===== src/rtl/bprd_pkg.sv =====
// ============================================================================
// bprd_pkg
// Types, constants and register map shared by the beacon proximity detector.
// ============================================================================
`default_nettype none

package bprd_pkg;

    localparam int NUM_BEACONS = 2;
    localparam int AVG_WINDOW  = 8;

    localparam int ADDR_W  = 48;
    localparam int RSSI_W  = 8;
    localparam int LEVEL_W = 8;
    localparam int CNT_W   = 8;
    localparam int TIMER_W = 16;
    localparam int BIDX_W  = 1;
    localparam int POS_W   = (AVG_WINDOW > 1) ? $clog2(AVG_WINDOW) : 1;
    localparam int SUM_W   = LEVEL_W + $clog2(AVG_WINDOW + 1);
    localparam int CFG_IDX_W  = 3;
    localparam int CFG_DATA_W = ADDR_W;

    localparam logic [LEVEL_W-1:0] RING_FILL = LEVEL_W'(100);
    localparam logic [SUM_W-1:0]   SUM_FILL  = SUM_W'(AVG_WINDOW * 100);

    localparam logic OP_ADVERT = 1'b0;
    localparam logic OP_TICK   = 1'b1;

    typedef enum logic [CFG_IDX_W-1:0] {
        REG_ENTER_LEVEL   = 3'd0,
        REG_DEBOUNCE      = 3'd1,
        REG_LEAVE_LEVEL   = 3'd2,
        REG_LOSS_TIMEOUT  = 3'd3,
        REG_BEACON_ADDR_A = 3'd4,
        REG_BEACON_ADDR_B = 3'd5
    } t_reg_idx;

    typedef enum logic [1:0] {
        DOOR_NONE  = 2'd0,
        DOOR_OPEN  = 2'd1,
        DOOR_CLOSE = 2'd2
    } t_door;

    typedef enum logic [1:0] {
        KIND_HIT  = 2'd0,
        KIND_MISS = 2'd1,
        KIND_TICK = 2'd2
    } t_kind;

    typedef struct packed {
        logic [LEVEL_W-1:0]          enter_level;
        logic [CNT_W-1:0]            debounce_count;
        logic [LEVEL_W-1:0]          leave_level;
        logic [TIMER_W-1:0]          loss_timeout_ticks;
        logic [1:0][ADDR_W-1:0]      beacon_addr;
    } t_cfg;

    localparam t_cfg CFG_RESET = '{
        enter_level:        LEVEL_W'(60),
        debounce_count:     CNT_W'(3),
        leave_level:        LEVEL_W'(80),
        loss_timeout_ticks: TIMER_W'(1000),
        beacon_addr:        {ADDR_W'(48'd35330487157002), ADDR_W'(48'd35330487156998)}
    };

    typedef struct packed {
        logic               op;
        logic [ADDR_W-1:0]  mac;
        logic [RSSI_W-1:0]  rssi_raw;
    } t_in;

    typedef struct packed {
        logic               matched;
        logic [BIDX_W-1:0]  beacon_index;
        logic [LEVEL_W-1:0] average_level;
        logic [1:0]         present_count;
        t_door              door_cmd;
    } t_out;

    typedef struct packed {
        t_kind              kind;
        logic [BIDX_W-1:0]  beacon_index;
        logic [LEVEL_W-1:0] level;
    } t_cmd;

endpackage

`default_nettype wire


===== src/rtl/bprd_front.sv =====
// ============================================================================
// bprd_front
// Accepts words, matches the advertiser address and queues classified words.
// ============================================================================
`default_nettype none

module bprd_front import bprd_pkg::*; (
    input  wire logic i_clk,
    input  wire logic i_rst_n,
    input  wire logic push,
    input  wire t_in  i_in_item,
    output logic      full,
    input  wire t_cfg i_cfg,
    output logic      o_cmd_valid,
    output t_cmd      o_cmd,
    input  wire logic i_cmd_take
);

    t_cmd       r_q [2];
    logic       r_wr_ptr;
    logic       r_rd_ptr;
    logic [1:0] r_cnt;

    t_cmd       cmd_new;
    logic       hit;
    logic [BIDX_W-1:0] hit_idx;
    logic       acc;
    logic       take;

    always_comb begin
        hit     = 1'b0;
        hit_idx = '0;
        for (int b = NUM_BEACONS - 1; b >= 0; b--) begin
            if (i_in_item.mac == i_cfg.beacon_addr[b]) begin
                hit     = 1'b1;
                hit_idx = BIDX_W'(b);
            end
        end
        cmd_new.level        = LEVEL_W'(0) - i_in_item.rssi_raw;
        cmd_new.beacon_index = hit_idx;
        if (i_in_item.op == OP_TICK) begin
            cmd_new.kind = KIND_TICK;
        end else if (hit) begin
            cmd_new.kind = KIND_HIT;
        end else begin
            cmd_new.kind = KIND_MISS;
        end
    end

    assign full        = (r_cnt == 2'd2);
    assign o_cmd_valid = (r_cnt != 2'd0);
    assign o_cmd       = r_q[r_rd_ptr];
    assign acc         = push && !full;
    assign take        = i_cmd_take && o_cmd_valid;

    always_ff @(posedge i_clk) begin
        if (!i_rst_n) begin
            r_wr_ptr <= 1'b0;
            r_rd_ptr <= 1'b0;
            r_cnt    <= 2'd0;
        end else begin
            if (acc) begin
                r_wr_ptr <= ~r_wr_ptr;
            end
            if (take) begin
                r_rd_ptr <= ~r_rd_ptr;
            end
            r_cnt <= r_cnt + {1'b0, acc} - {1'b0, take};
        end
    end

    always_ff @(posedge i_clk) begin
        if (acc) begin
            r_q[r_wr_ptr] <= cmd_new;
        end
    end

endmodule

`default_nettype wire


===== src/rtl/bprd_back.sv =====
// ============================================================================
// bprd_back
// Per-beacon averaging, debounce and loss timers; queues result words.
// ============================================================================
`default_nettype none

module bprd_back import bprd_pkg::*; (
    input  wire logic i_clk,
    input  wire logic i_rst_n,
    input  wire t_cfg i_cfg,
    input  wire logic i_cmd_valid,
    input  wire t_cmd i_cmd,
    output logic      o_cmd_take,
    output logic      empty,
    output t_out      o_out_item,
    input  wire logic pop
);

    logic [LEVEL_W-1:0] r_ring  [NUM_BEACONS][AVG_WINDOW];
    logic [POS_W-1:0]   r_pos   [NUM_BEACONS];
    logic [SUM_W-1:0]   r_sum   [NUM_BEACONS];
    logic [CNT_W-1:0]   r_cnt   [NUM_BEACONS];
    logic [TIMER_W-1:0] r_timer [NUM_BEACONS];

    logic [LEVEL_W-1:0] n_ring  [NUM_BEACONS][AVG_WINDOW];
    logic [POS_W-1:0]   n_pos   [NUM_BEACONS];
    logic [SUM_W-1:0]   n_sum   [NUM_BEACONS];
    logic [CNT_W-1:0]   n_cnt   [NUM_BEACONS];
    logic [TIMER_W-1:0] n_timer [NUM_BEACONS];

    t_out       r_res [2];
    logic       r_res_wr;
    logic       r_res_rd;
    logic [1:0] r_res_cnt;

    logic [BIDX_W-1:0]  bi;
    logic [LEVEL_W-1:0] old_smp;
    logic [SUM_W-1:0]   sum_new;
    logic [LEVEL_W-1:0] avg_new;
    logic [CNT_W-1:0]   cnt_old;
    logic [CNT_W-1:0]   cnt_upd;
    logic [TIMER_W-1:0] tmr_inc;
    logic [TIMER_W-1:0] limit;
    logic [LEVEL_W-1:0] avg;
    logic [1:0]         present;
    t_door              flag;
    t_out               res;
    logic               res_pop;
    logic               take;

    assign res_pop    = pop && (r_res_cnt != 2'd0);
    assign take       = i_cmd_valid && ((r_res_cnt != 2'd2) || res_pop);
    assign o_cmd_take = take;
    assign empty      = (r_res_cnt == 2'd0);
    assign o_out_item = r_res[r_res_rd];

    assign bi      = i_cmd.beacon_index;
    assign old_smp = r_ring[bi][r_pos[bi]];
    assign sum_new = r_sum[bi] - SUM_W'(old_smp) + SUM_W'(i_cmd.level);
    assign avg_new = LEVEL_W'(sum_new / AVG_WINDOW);
    assign cnt_old = r_cnt[bi];
    assign limit   = (i_cfg.loss_timeout_ticks == '0) ? TIMER_W'(1)
                                                      : i_cfg.loss_timeout_ticks;

    always_comb begin
        n_ring  = r_ring;
        n_pos   = r_pos;
        n_sum   = r_sum;
        n_cnt   = r_cnt;
        n_timer = r_timer;
        flag    = DOOR_NONE;
        avg     = '0;
        cnt_upd = cnt_old;
        tmr_inc = '0;
        present = '0;
        if (take) begin
            unique case (i_cmd.kind)
                KIND_HIT: begin
                    n_ring[bi][r_pos[bi]] = i_cmd.level;
                    n_pos[bi]   = (r_pos[bi] == POS_W'(AVG_WINDOW - 1)) ? '0
                                                                        : r_pos[bi] + 1'b1;
                    n_sum[bi]   = sum_new;
                    n_timer[bi] = '0;
                    avg         = avg_new;
                    if (cnt_old < i_cfg.debounce_count && avg_new > i_cfg.enter_level) begin
                        n_cnt[bi] = '0;
                    end else begin
                        if (avg_new < i_cfg.leave_level) begin
                            cnt_upd = (cnt_old < i_cfg.debounce_count) ? cnt_old + 1'b1 : cnt_old;
                        end else begin
                            cnt_upd = '0;
                        end
                        n_cnt[bi] = cnt_upd;
                        if (cnt_old != cnt_upd) begin
                            if (cnt_upd == i_cfg.debounce_count) begin
                                flag = DOOR_OPEN;
                            end
                            if (cnt_upd == '0) begin
                                flag = DOOR_CLOSE;
                            end
                        end
                    end
                end
                KIND_TICK: begin
                    for (int b = 0; b < NUM_BEACONS; b++) begin
                        tmr_inc = (r_timer[b] == '1) ? r_timer[b] : r_timer[b] + 1'b1;
                        if (tmr_inc >= limit) begin
                            n_timer[b] = '0;
                            n_cnt[b]   = '0;
                            if (r_cnt[b] != '0) begin
                                flag = DOOR_CLOSE;
                            end
                        end else begin
                            n_timer[b] = tmr_inc;
                        end
                    end
                end
                default: begin
                end
            endcase
        end
        for (int b = 0; b < NUM_BEACONS; b++) begin
            if (n_cnt[b] == i_cfg.debounce_count) begin
                present = present + 2'd1;
            end
        end
        res.matched       = (i_cmd.kind == KIND_HIT);
        res.beacon_index  = (i_cmd.kind == KIND_HIT) ? bi : '0;
        res.average_level = avg;
        res.present_count = present;
        if (flag == DOOR_OPEN && present == 2'd1) begin
            res.door_cmd = DOOR_OPEN;
        end else if (flag == DOOR_CLOSE && present == 2'd0) begin
            res.door_cmd = DOOR_CLOSE;
        end else begin
            res.door_cmd = DOOR_NONE;
        end
    end

    always_ff @(posedge i_clk) begin
        if (!i_rst_n) begin
            for (int b = 0; b < NUM_BEACONS; b++) begin
                for (int i = 0; i < AVG_WINDOW; i++) begin
                    r_ring[b][i] <= RING_FILL;
                end
                r_pos[b]   <= '0;
                r_sum[b]   <= SUM_FILL;
                r_cnt[b]   <= '0;
                r_timer[b] <= '0;
            end
            r_res_wr  <= 1'b0;
            r_res_rd  <= 1'b0;
            r_res_cnt <= 2'd0;
        end else begin
            r_ring  <= n_ring;
            r_pos   <= n_pos;
            r_sum   <= n_sum;
            r_cnt   <= n_cnt;
            r_timer <= n_timer;
            if (take) begin
                r_res_wr <= ~r_res_wr;
            end
            if (res_pop) begin
                r_res_rd <= ~r_res_rd;
            end
            r_res_cnt <= r_res_cnt + {1'b0, take} - {1'b0, res_pop};
        end
    end

    always_ff @(posedge i_clk) begin
        if (take) begin
            r_res[r_res_wr] <= res;
        end
    end

endmodule

`default_nettype wire


===== src/rtl/beacon_rssi_proximity_detector.sv =====
// ============================================================================
// beacon_rssi_proximity_detector
// Tracks beacon proximity from advert RSSI and issues door open/close words.
// ----------------------------------------------------------------------------
// Input queue: a word (advert or tick) is taken when push is high and full low.
// Result queue: one result word per input word, in order; the oldest is shown
// while empty is low and leaves when pop is high.
// Config: i_cfg_we writes i_cfg_wdata to register i_cfg_index at once; the
// user must write only while no word is in flight; the block does not enforce
// it. Unknown indexes are ignored. Throughput: one word per cycle while the
// result queue has room or is popped; the back end updates ring, running sum,
// debounce counter and idle timers together for each word.
// Front and back are joined by a 2-entry word queue; results sit in a 2-entry
// queue. When pop stalls, both queues fill and full rises after four words.
// Reset: queues empty, rings 100, sums full window, counters and timers zero,
// registers at their defaults.
// ============================================================================
`default_nettype none

module beacon_rssi_proximity_detector import bprd_pkg::*; (
    input  wire logic                  i_clk,
    input  wire logic                  i_rst_n,
    input  wire logic                  push,
    input  wire t_in                   i_in_item,
    output logic                       full,
    output logic                       empty,
    output t_out                       o_out_item,
    input  wire logic                  pop,
    input  wire logic                  i_cfg_we,
    input  wire logic [CFG_IDX_W-1:0]  i_cfg_index,
    input  wire logic [CFG_DATA_W-1:0] i_cfg_wdata
);

    t_cfg r_cfg;
    logic cmd_valid;
    t_cmd cmd;
    logic cmd_take;

    always_ff @(posedge i_clk) begin
        if (!i_rst_n) begin
            r_cfg <= CFG_RESET;
        end else if (i_cfg_we) begin
            unique case (i_cfg_index)
                REG_ENTER_LEVEL:   r_cfg.enter_level        <= i_cfg_wdata[LEVEL_W-1:0];
                REG_DEBOUNCE:      r_cfg.debounce_count     <= i_cfg_wdata[CNT_W-1:0];
                REG_LEAVE_LEVEL:   r_cfg.leave_level        <= i_cfg_wdata[LEVEL_W-1:0];
                REG_LOSS_TIMEOUT:  r_cfg.loss_timeout_ticks <= i_cfg_wdata[TIMER_W-1:0];
                REG_BEACON_ADDR_A: r_cfg.beacon_addr[0]     <= i_cfg_wdata[ADDR_W-1:0];
                REG_BEACON_ADDR_B: r_cfg.beacon_addr[1]     <= i_cfg_wdata[ADDR_W-1:0];
                default: begin
                end
            endcase
        end
    end

    bprd_front u_front (
        .i_clk       (i_clk),
        .i_rst_n     (i_rst_n),
        .push        (push),
        .i_in_item   (i_in_item),
        .full        (full),
        .i_cfg       (r_cfg),
        .o_cmd_valid (cmd_valid),
        .o_cmd       (cmd),
        .i_cmd_take  (cmd_take)
    );

    bprd_back u_back (
        .i_clk       (i_clk),
        .i_rst_n     (i_rst_n),
        .i_cfg       (r_cfg),
        .i_cmd_valid (cmd_valid),
        .i_cmd       (cmd),
        .o_cmd_take  (cmd_take),
        .empty       (empty),
        .o_out_item  (o_out_item),
        .pop         (pop)
    );

    a_open_one_present: assert property (@(posedge i_clk) disable iff (!i_rst_n)
        (!empty && o_out_item.door_cmd == DOOR_OPEN) |-> o_out_item.present_count == 2'd1)
        else $error("open command without exactly one beacon present");

    a_close_none_present: assert property (@(posedge i_clk) disable iff (!i_rst_n)
        (!empty && o_out_item.door_cmd == DOOR_CLOSE) |-> o_out_item.present_count == 2'd0)
        else $error("close command with a beacon present");

    a_unmatched_clean: assert property (@(posedge i_clk) disable iff (!i_rst_n)
        (!empty && !o_out_item.matched)
            |-> (o_out_item.beacon_index == '0 && o_out_item.average_level == '0))
        else $error("unmatched result carries beacon data");

    a_result_latency: assert property (@(posedge i_clk) disable iff (!i_rst_n)
        (push && !full && empty) |-> ##2 !empty)
        else $error("accepted word did not reach the result queue");

endmodule

`default_nettype wire


===== config.mk =====
export PLATFORM = sky130hd
export DESIGN_NAME = beacon_rssi_proximity_detector
export DESIGN_NICKNAME = d
export VERILOG_FILES = /design/src/rtl/bprd_pkg.sv /design/src/rtl/bprd_front.sv /design/src/rtl/bprd_back.sv /design/src/rtl/beacon_rssi_proximity_detector.sv
export SDC_FILE = /design/constraint.sdc
export NUM_CORES = 1
export LEC_CHECK = 0
export BUFFER_PORTS_ARGS = -buffer_cell sky130_fd_sc_hd__buf_2
export CORE_ASPECT_RATIO = 1.4
export CORE_MARGIN = 10
export CORE_UTILIZATION = 23
export CTS_CLUSTER_SIZE = 10
export DETAILED_ROUTE_END_ITERATION = 6
export MAX_ROUTING_LAYER = met4
export SYNTH_ARGS = -nofsm -noshare
export SYNTH_HDL_FRONTEND = slang
export SYNTH_HIERARCHICAL = 1
export SYNTH_SLANG_ARGS = --single-unit
export TNS_END_PERCENT = 10

===== constraint.sdc =====
create_clock -name i_clk -period 20.3 [get_ports i_clk]
set_clock_uncertainty 0.2 [all_clocks]
set_input_delay 3.045 -clock i_clk [delete_from_list [all_inputs] [get_ports i_clk]]
set_output_delay 3.045 -clock i_clk [all_outputs]
set_load 0.01 [all_outputs]

==> parameters.txt, run 1 <==
Parameter                              Value

Clocking
  Clock insertion delay at the later pin of the skew report ... roughly 600 ps
  Number of H-tree branching levels ... 2
  Clock-pin slew reported for the worst setup and hold paths after clock tree synthesis ... roughly 60 ps
  TritonCTS clock tree ... done
  Bufs on Longest Clock Path ... 3
  Resize count post-CTS ... 0
  Clk Tree Root Cell ... sky130_fd_sc_hd__clkbuf_16
  Total number of clock tree sinks ... 400
  Hold-fix buffer count after cts ... 0
  Number of CTS-inserted buffers ... 47
  Post-CTS Setup Bufs ... 0

Yosys
  Commonest register cell after synthesis ... sky130_fd_sc_hd__dfxtp_1
  Number of nets in the synthesized netlist ... 2599
  Most instantiated library cell after synthesis ... sky130_fd_sc_hd__nand2_1
  Proportion of netlist area held by the largest area contributor ... 32.5%
  Number of flops mapped to enable cells by yosys ... 50
  Summed instance area of the synthesized netlist ... 21600 sq um
  Sequential fraction of the synthesis area ... 39.4%
  Synth warn ... 6
  Post-synthesis cell type count ... 93
  Cell type with the largest total area after synthesis ... sky130_fd_sc_hd__dfxtp_1
  Largest cells by area after synthesis ... sky130_fd_sc_hd__dfxtp_1, sky130_fd_sc_hd__mux2i_1, sky130_fd_sc_hd__nand2_1
  Async set-reset flop share out of synthesis ... 0%
  Post-synthesis sequential element count ... 400
  Avg Synthesized Cell Area ... approximately 9 sq um
  Count of mapped cells out of synthesis ... roughly 2400
  Top cells by count, synth ... sky130_fd_sc_hd__nand2_1, sky130_fd_sc_hd__dfxtp_1, sky130_fd_sc_hd__mux2i_1

Global route
  Aggregate global routing overflow ... 0
  Number of global-route vias before repair ... 17300
  Overall global routing resource usage ... 12.4%
  Antenna violations before repair ... 5
  Global-route wire length before repair ... 102000 microns
  Pin count of the biggest net entering global routing ... 140

Worst setup path
  Required time reported for the critical path endpoint ... 20410 ps
  Kind of end point of the critical path ... flip-flop
  Crit path launch type ... flip-flop
  Crit path max-delay cell type ... sky130_fd_sc_hd__buf_4
  CP arrival ... just under 10000 ps
  Delay contributed by the slowest stage of the critical path ... just over 700 ps
  Critical path class ... reg -> reg
  Critical path peak fanout ... 53

Drt
  Iteration-0 DRC count of the detailed router ... 1141
  DR pass1 iterations ... 5
  Via count normalized by instance count ... 4.67
  Remaining routing DRC violations ... 0
  Detail-routed net length per standard cell ... roughly 18 microns
  Antenna Violating Nets Remaining ... 0
  Via count ... approximately 17000
  Detailed Route WL ... 65700 microns

Placement
  Placed Instance Area ... 23300 sq um
  Sum of net half-perimeters after detailed placement ... 48100 microns
  Number of I/O port buffers ... 128
  Setup Slack @ Placement ... between 10000 and 15000 ps
  Dpl cells ... 3617
  Global placer's final weighted congestion ... approximately 0.92

Power and ir drop
  Switching Share ... between 30% and 40%
  Sequential power share ... 34.5%
  Proportion of power drawn by combinational gates ... a little over a third
  Worst vdd rail ir drop ... 65.4 uV
  Share of total power in the clock network ... roughly 29%
  Net load switching power ... ~1000 uW
  Internal power ... 1620 uW
  Total power of the final layout ... 2620 uW
  P_leak ... 0.00980 uW
  Power density of the placed cells ... between 100 and 150 nW/um^2

Timing
  Tightest slew margin relative to the limit ... 15.0%
  Maximum frequency from static timing analysis ... slightly above 0.1 GHz
  Final Cycle Share ... 48.1%
  Count of endpoints failing hold in the final timing report ... 0
  Slew Viols, Final ... 0
  Transition at the pin with the smallest max-transition slack ... about 1300 ps
  Endpoints failing setup ... 0
  Setup repair after global routing missed its margin ... false
  Final worst setup slack ... 10530 ps
  Final-layout setup total negative slack ... 0 ps
  Final period demand of the worst path ... 9770 ps

Floorplanning
  Core Box Area ... between 90000 and 100000 sq um
  Overall die height ... roughly 380 microns
  Starting Density ... 23.3%
  # rows ... 132
  Die width ... 279 microns
  Die area ... 107000 sq um
  Top-level port count ... 129

Layout
  Final design instance area without fill ... approximately 25000 sq um
  Final-stage net count ... 2657
  Final cell count without fillers ... 3688
  Fraction of layout instances using a drive strength above 1 ... a little under an eighth
  Area delta synth->final ... 14.2%

Run status
  Status ... finished clean

Hold path
  Min-delay worst type ... reg -> reg
  Startpoint of the lowest-slack hold path ... u_back/r_ring[123]

Flow run
  Max-cap violations ... 0
cell families (layout without fill, tap and decap cells):
kind of cell    count (synthesis)  count (layout)  share of synthesized area, %
xor+xnor                      155             155                          6.59
compound gates                391             391                          12.8
fa+ha+maj                      84              84                          5.15
mux                           241             241                          12.2
buf+inv                       237             314                          4.49
other cells                     0               3                             0
simple gates                  894             894                          19.4
flops                         400             400                          39.4
critical path, delay by kind of cell (launching register included):
kind / cells / cell delay [ps]
fa+ha+maj: 4 / 1340
compound gates: 10 / 1920
buf+inv: 4 / 1110
mux: 2 / 1120
xor+xnor: 2 / 500
simple gates: 8 / 2650
flops: 1 / 650
state kept, by name (all words and copies together), names as in the netlist, named ones only:
signal and cells:
u_front/r_q 22, u_back/r_res 28, u_back/r_pos 6, u_back/r_cnt 16, u_back/r_res_cnt 2, u_front/r_cnt 2, u_back/r_timer 32, u_back/r_res_rd 1
u_back/r_ring 128, u_back/r_sum 22, u_front/r_rd_ptr 1, u_back/r_res_wr 1, u_front/r_wr_ptr 1, r_cfg 136
power groups by stage:
stage | sequential, uW | clock [uW] | combinational, uW
3_3_place_gp | 919 | 0 | 938
3_5_place_dp | 920 | 0 | 944
5_1_grt | 910 | 818 | 1050
4_1_cts | 904 | 788 | 949
2_1_floorplan | 901 | 0 | 665
6_report | 904 | 766 | 952
worst paths after layout:
path / end / slack, ps / cells after the start
hold / removal: u_back/r_ring[123] / 260 / 2
setup reg to reg: u_back/r_res[0][0] / 10530 / 30
hold reg to reg: u_back/r_ring[123] / 260 / 2
setup / recovery: u_back/r_res[0][0] / 10530 / 30
metal layers:
| metal | vias up | global-route usage (%) | routed length, microns |
|---|---|---|---|
| li1 | 8451 | - | - |
| met5 | - | - | 0 |
| met1 | 8149 | 14.1 | 27800 |
| met3 | 151 | 1.67 | 2710 |
| met2 | 488 | 21.3 | 32300 |
| met4 | 0 | 5.53 | 2940 |
cell usage in the layout, fill, tap and decap left out, drive strengths merged, types with 37 or more instances in the layout:
| master | Yosys | final |
|---|---|---|
| edfxtp | 50 | 50 |
| inv | 92 | 93 |
| nor2 | 96 | 96 |
| mux2 | 37 | 37 |
| nor3 | 48 | 48 |
| nor2b | 107 | 107 |
| nor4 | 39 | 39 |
| clkbuf | 99 | 63 |
| a21oi | 55 | 55 |
| nand2 | 481 | 481 |
| o211ai | 60 | 60 |
| xnor2 | 50 | 50 |
| buf | 40 | 148 |
| dfxtp | 350 | 350 |
| xor2 | 105 | 105 |
| a21boi | 99 | 99 |
| mux2i | 192 | 192 |
| o21ai | 53 | 53 |
| ha | 76 | 76 |
cell type report:
type	instances	area (sq um)
sequential	400	8510
timing repair buffer	148	801
inverter	98	368
clock inverter	5	62.6
antenna	3	7.51
tap	1206	1510
clock buffer	63	1280
fill	9974	68200
multi-input combinational	1765	12100
metrics by stage:
step	hold WS, ps	utilization, %
after detailed placement	254	25.1
final	263	26.6
after floorplan	235	-
after CTS	265	26.6
after global placement	244	25.1
after global routing	278	26.6
(Power assumes the default switching activity.)
==> inputs of run 2 (changes only) <==
- clock period: 20.3 -> 9.2 ns (I/O delays scaled with it)
==> parameters.txt, run 2 (synthesized netlist as in run 1, its figures left out) <==
Parameter                              Value

Clocking
  Clk Tree Root Cell ... sky130_fd_sc_hd__clkbuf_16 (unchanged)
  TritonCTS clock tree ... done (unchanged)
  Hold-fix buffer count after cts ... 0 (unchanged)
  Resize count post-CTS ... 0 (unchanged)
  Number of H-tree branching levels ... 2 (unchanged)
  Number of CTS-inserted buffers ... 48 (was 47)
  Total number of clock tree sinks ... 400 (unchanged)
  Clock insertion delay at the later pin of the skew report ... 610 ps (was 600 ps)
  Post-CTS Setup Bufs ... 0 (unchanged)
  Bufs on Longest Clock Path ... 3 (unchanged)
  Clock-pin slew reported for the worst setup and hold paths after clock tree synthesis ... 60 ps (about the same)

Worst setup path
  Worst r2r path cells ... 31 (was 30)
  Critical path capture point ... u_back/r_res[0][0] (unchanged)
  Critical path peak fanout ... 18 (was 53)
  Delay contributed by the slowest stage of the critical path ... 600 ps (was 720 ps)
  Critical path class ... reg -> reg (unchanged)
  CP arrival ... 8590 ps (was 9890 ps)
  Top cell family by delay on the critical path ... compound AO/OA/AOI/OAI gates (was simple AND/OR/NAND/NOR gates)
  Kind of end point of the critical path ... flip-flop (unchanged)
  Crit path max-delay cell type ... sky130_fd_sc_hd__fa_1 (was sky130_fd_sc_hd__buf_4)
  Reg-to-reg slack, setup ... 740 ps (was 10530 ps)
  Crit path launch type ... flip-flop (unchanged)
  Critical R2R Capture ... u_back/r_res[0][0] (unchanged)
  Required time reported for the critical path endpoint ... 9330 ps (was 20410 ps)
  Critical path depth in cells ... 31 (was 30)
  Setup crit start ... u_front/r_q[0][8]
  Critical R2R Launch ... u_front/r_q[0][8]
  Sum of buffers and inverters on the critical path ... 3 (was 4)

Timing
  Maximum frequency from static timing analysis ... 0.118 GHz (was 0.102 GHz)
  Setup repair after global routing missed its margin ... false (unchanged)
  Tightest slew margin relative to the limit ... 16.5% (was 15.0%)
  Final-layout setup total negative slack ... 0 ps (unchanged)
  Count of endpoints failing hold in the final timing report ... 0 (unchanged)
  Transition at the pin with the smallest max-transition slack ... 1240 ps (was 1270 ps)
  Hold WS ... 258 ps (was 263 ps)
  Slew Viols, Final ... 0 (unchanged)
  Final Cycle Share ... 92.0% (was 48.1%)
  Final period demand of the worst path ... 8460 ps (was 9770 ps)
  Endpoints failing setup ... 0 (unchanged)

Drt
  Antenna Violating Nets Remaining ... 0 (unchanged)
  Via count normalized by instance count ... 4.64 (was 4.67)
  DR pass1 iterations ... 6 (was 5)
  Detail-routed net length per standard cell ... 17.6 microns (was 17.8 microns)
  Via count ... 17200 (about the same)
  Detailed Route WL ... 65100 microns (was 65700 microns)
  Remaining routing DRC violations ... 0 (unchanged)
  Iteration-0 DRC count of the detailed router ... 1049 (was 1141)

Layout
  Commonest cells after routing, fill and taps aside ... sky130_fd_sc_hd__nand2_1, sky130_fd_sc_hd__dfxtp_1, sky130_fd_sc_hd__mux2i_1 (unchanged)
  Most flop-heavy register ... r_cfg (unchanged)
  Combined area of the multi-input logic cells ... 12100 sq um (about the same)
  Area delta synth->final ... 14.8% (was 14.2%)
  FF+latch area ... 8510 sq um (unchanged)
  Count of filler cells inserted in the layout ... 9962 (was 9974)
  Fraction of layout instances using a drive strength above 1 ... 11.6% (was 11.5%)
  Flip-flop count of the largest register after layout ... 136 (unchanged)
  Largest registers ranked by flip-flop count ... r_cfg: 136 flops, u_back/r_ring: 128 flops, u_back/r_timer: 32 flops (unchanged)
  Final-stage net count ... 2660 (was 2657)
  Most common library cell in the layout ignoring fill and taps ... sky130_fd_sc_hd__nand2_1 (unchanged)
  Final cell count without fillers ... 3696 (was 3688)

Global route
  Antenna violations before repair ... 5 (unchanged)
  Aggregate global routing overflow ... 0 (unchanged)
  Global-route wire length before repair ... 100000 microns (was 102000 microns)
  Pin count of the biggest net entering global routing ... 235 (was 140)
  Number of global-route vias before repair ... 16900 (was 17300)
  Overall global routing resource usage ... 12.1% (was 12.4%)

Power and ir drop
  Switching Share ... 37.8% (was 38.1%)
  Worst vdd rail ir drop ... 160 uV (was 65.4 uV)
  Net load switching power ... 2210 uW (was 1000 uW)
  Share of total power in the clock network ... 30.1% (was 29.2%)
  P_leak ... 0.00986 uW (was 0.00980 uW)
  Sequential power share ... 33.9% (was 34.5%)
  Proportion of power drawn by combinational gates ... 36.0% (was 36.3%)
  Power density of the placed cells ... 236 nW/um^2 (was 106 nW/um^2)
  Internal power ... 3640 uW (was 1620 uW)

Placement
  Sum of net half-perimeters after detailed placement ... 47500 microns (was 48100 microns)
  Dpl cells ... 3619 (was 3617)
  Global placer's final weighted congestion ... 0.919 (was 0.922)
  Number of I/O port buffers ... 128 (unchanged)

Flow run
  Max-cap violations ... 0 (unchanged)

Floorplanning
  Top-level port count ... 129 (unchanged)
  # rows ... 132 (unchanged)
  Die width ... 279 microns (unchanged)
  Overall die height ... 382 microns (unchanged)
  Die area ... 107000 sq um (unchanged)
  Starting Density ... 23.3% (unchanged)
  Core Box Area ... 92800 sq um (unchanged)

Hold path
  Min-delay worst type ... reg -> reg (unchanged)

Run status
  Status ... finished clean (unchanged)
==> run 2: changes by cell type in the layout (fill, tap and decap cells not counted), sizes merged <==
| cell | previous run | this run |
|---|---|---|
| buf | 148 | 150 |
| clkbuf | 63 | 69 |
| clkinv | 10 | 9 |
| inv | 93 | 94 |
==> run 2: layer usage <==
layer	routed length [microns]	GRT usage, %
met1	27800	14.0
met2	32000	20.9
met3	2680	1.75
met4	2620	5.06
met5	0	-
==> run 2: layout make-up <==
type / instances / area share [%]
well taps: 1206 / 6.09
multi-input cells: 1765 / 49.0
inverters: 98 / 1.48
diodes: 3 / 0.0303
clock buffers: 69 / 5.46
clock inverters: 5 / 0.293
flip-flops and latches: 400 / 34.3
repair buffers: 150 / 3.34
==> run 2: per-stage QoR <==
stage	total power [uW]	utilization [%]	setup slack, ps	instance area [sq um]
floorplan	3460	-	1330	21600
global placement	4090	25.1	839	23300
detailed placement	4110	25.1	596	23300
CTS	5900	26.7	520	24800
global route	6190	26.7	23.2	24800
finish	5850	26.7	741	24800
==> run 2: power groups by stage <==
stage | clock [uW] | combinational (uW) | sequential [uW]
CTS | 1810 | 2100 | 1980
floorplan | 0 | 1470 | 1990
global placement | 0 | 2080 | 2020
global route | 1870 | 2320 | 2000
finish | 1760 | 2110 | 1980
detailed placement | 0 | 2090 | 2020
==> run 2: worst min path at each step <==
stage | from | end | slack [ps] | cells past startpoint
floorplan | r_cfg[113] | r_cfg[113] | 230 | 2
global placement | r_cfg[113] | r_cfg[113] | 240 | 2
detailed placement | r_cfg[113] | r_cfg[113] | 250 | 2
CTS | r_cfg[113] | r_cfg[113] | 260 | 2
global route | r_cfg[19] | r_cfg[19] | 280 | 2
finish | r_cfg[113] | r_cfg[113] | 260 | 2
==> run 2: worst reg2reg max path, delay by kind of cell (launching register included) <==
kind	cells	cell delay (ps)
AOI/OAI and AO/OA	12	2620
xor gates and xnor gates	2	460
adders and majority gates	4	1430
buffers and inverters	3	440
DFF	1	370
muxes	2	890
and+or+nand+nor	8	1800
==> inputs of run 3 (changes only) <==
- CORE_UTILIZATION: 23 -> 61
- PLACE_DENSITY: default -> 0.8
==> parameters.txt, run 3 (synthesized netlist as in run 1, its figures left out) <==
Parameter                              Value

Timing
  Final worst setup slack ... 744 ps (was 741 ps)
  Transition at the pin with the smallest max-transition slack ... 1440 ps (was 1240 ps)
  Maximum frequency from static timing analysis ... 0.118 GHz (about the same)
  Setup repair after global routing missed its margin ... false (unchanged)
  Slew Viols, Final ... 0 (unchanged)
  Count of endpoints failing hold in the final timing report ... 0 (unchanged)
  Tightest slew margin relative to the limit ... 1.30% (was 16.5%)
  Final period demand of the worst path ... 8460 ps (about the same)
  Endpoints failing setup ... 0 (unchanged)
  Hold WS ... 257 ps (was 258 ps)
  Final Cycle Share ... 91.9% (was 92.0%)
  Final-layout setup total negative slack ... 0 ps (unchanged)

Layout
  Count of filler cells inserted in the layout ... 2881 (was 9962)
  Combined area of the multi-input logic cells ... 12100 sq um (about the same)
  Largest registers ranked by flip-flop count ... r_cfg: 136 flops, u_back/r_ring: 128 flops, u_back/r_timer: 32 flops (unchanged)
  Most common library cell in the layout ignoring fill and taps ... sky130_fd_sc_hd__nand2_1 (unchanged)
  Commonest cells after routing, fill and taps aside ... sky130_fd_sc_hd__nand2_1, sky130_fd_sc_hd__dfxtp_1, sky130_fd_sc_hd__mux2i_1 (unchanged)
  Flip-flop count of the largest register after layout ... 136 (unchanged)
  Area delta synth->final ... 10.1% (was 14.8%)
  Fraction of layout instances using a drive strength above 1 ... 11.6% (about the same)
  FF+latch area ... 8510 sq um (unchanged)
  Final-stage net count ... 2664 (was 2660)
  Most flop-heavy register ... r_cfg (unchanged)

Power and ir drop
  Power density of the placed cells ... 245 nW/um^2 (was 236 nW/um^2)
  Total power of the final layout ... 5810 uW (was 5850 uW)
  Worst vdd rail ir drop ... 175 uV (was 160 uV)
  P_leak ... 0.00983 uW (was 0.00986 uW)

Worst setup path
  Crit path max-delay cell type ... sky130_fd_sc_hd__fa_1 (unchanged)
  Required time reported for the critical path endpoint ... 9330 ps (about the same)
  Crit path launch type ... flip-flop (unchanged)
  Delay contributed by the slowest stage of the critical path ... 590 ps (was 600 ps)
  Critical path peak fanout ... 15 (was 18)
  CP arrival ... 8590 ps (about the same)
  Kind of end point of the critical path ... flip-flop (unchanged)
  Critical path class ... reg -> reg (unchanged)

Global route
  Number of global-route vias before repair ... 18200 (was 16900)
  Global-route wire length before repair ... 97700 microns (was 100000 microns)
  Overall global routing resource usage ... 29.1% (was 12.1%)
  Antenna violations before repair ... 2 (was 5)
  Aggregate global routing overflow ... 0 (unchanged)
  Pin count of the biggest net entering global routing ... 195 (was 235)

Clocking
  Bufs on Longest Clock Path ... 3 (unchanged)
  Number of CTS-inserted buffers ... 46 (was 48)
  Number of H-tree branching levels ... 2 (unchanged)
  Total number of clock tree sinks ... 400 (unchanged)
  Clock insertion delay at the later pin of the skew report ... 560 ps (was 610 ps)
  Post-CTS Setup Bufs ... 0 (unchanged)
  Clock-pin slew reported for the worst setup and hold paths after clock tree synthesis ... 60 ps (about the same)
  Clk Tree Root Cell ... sky130_fd_sc_hd__clkbuf_16 (unchanged)
  TritonCTS clock tree ... done (unchanged)

Placement
  Sum of net half-perimeters after detailed placement ... 45700 microns (was 47500 microns)
  Number of I/O port buffers ... 128 (unchanged)
  Global placer's final weighted congestion ... 0.994 (was 0.919)
  Setup Slack @ Placement ... 584 ps (was 596 ps)

Run status
  Status ... finished with violations (was finished clean)
  Failing checks ... capacitance limit

Drt
  Via count ... 17800 (was 17200)
  DR pass1 iterations ... 6 (unchanged)
  Detail-routed net length per standard cell ... 21.3 microns (was 17.6 microns)
  Antenna Violating Nets Remaining ... 0 (unchanged)
  Remaining routing DRC violations ... 0 (unchanged)
  Iteration-0 DRC count of the detailed router ... 1308 (was 1049)
  Via count normalized by instance count ... 6.06 (was 4.64)
  Detailed Route WL ... 62500 microns (was 65100 microns)

Floorplanning
  Starting Density ... 61.7% (was 23.3%)
  Top-level port count ... 129 (unchanged)
  Overall die height ... 243 microns (was 382 microns)
  # rows ... 81 (was 132)
  Die width ... 179 microns (was 279 microns)
  Core Box Area ... 35000 sq um (was 92800 sq um)
  Die area ... 43400 sq um (was 107000 sq um)

Flow run
  Max-cap violations ... 1 (was 0)

Hold path
  Min-delay worst type ... reg -> reg (unchanged)
run 3: cell count changes in the layout (fill, tap and decap cells not counted), sizes merged:
cell and delta:
buf +6, diode -1, clkbuf -6, clkinv -3
run 3: worst max-delay path: cells and delay by family, from the launching register on:
family	cells	cell delay, ps
buffers and inverters	3	510
flip-flops	1	350
AO/OA/AOI/OAI	14	3470
AND/OR/NAND/NOR	7	1540
adder cells (fa/ha/maj)	4	1390
multiplexers	2	790
run 3: routing by layer:
layer	global-route usage [%]	routed length [microns]
met2	50.8	32700
met4	18.3	4300
met3	3.46	2650
met5	-	0
met1	30.3	22900
run 3: stage by stage:
step,utilization (%),std cells,cell area [sq um]
2_1_floorplan,-,2402,21600
3_3_place_gp,64.2,2875,22400
3_5_place_dp,64.2,2875,22400
4_1_cts,67.9,2940,23700
5_1_grt,67.9,2942,23800
6_report,67.9,2942,23800
run 3: area by class of cell:
| type | count | area share (%) |
|---|---|---|
| well taps | 456 | 2.40 |
| multi-input cells | 1765 | 51.1 |
| flip-flops and latches | 400 | 35.8 |
| repair buffers | 156 | 3.68 |
| clock buffers | 63 | 5.33 |
| clock inverters | 2 | 0.121 |
| inverters | 98 | 1.55 |
| diodes | 2 | 0.0211 |
run 3: worst paths after layout:
check / end / depth (start not counted) / startpoint / slack (ps)
worst max register to register: u_back/r_res[0][0] / 30 / flip-flop / 740
worst min register to register: r_cfg[113] / 2 / r_cfg[113] / 260
worst max-delay path: u_back/r_res[0][0] / 30 / flip-flop / 740
worst min-delay path: r_cfg[113] / 2 / r_cfg[113] / 260
run 3: report_power, final:
part	switching (uW)	total [uW]	internal [uW]	leakage, uW
sequential	69.8	1980	1910	0.00330
clock	692	1640	947	0.000630
combinational	1450	2190	743	0.00589
run 3: timing repair:
action	in CTS	in global routing
hold buffers	0	0
endpoints found under the setup margin	0	2
resized for setup	0	2
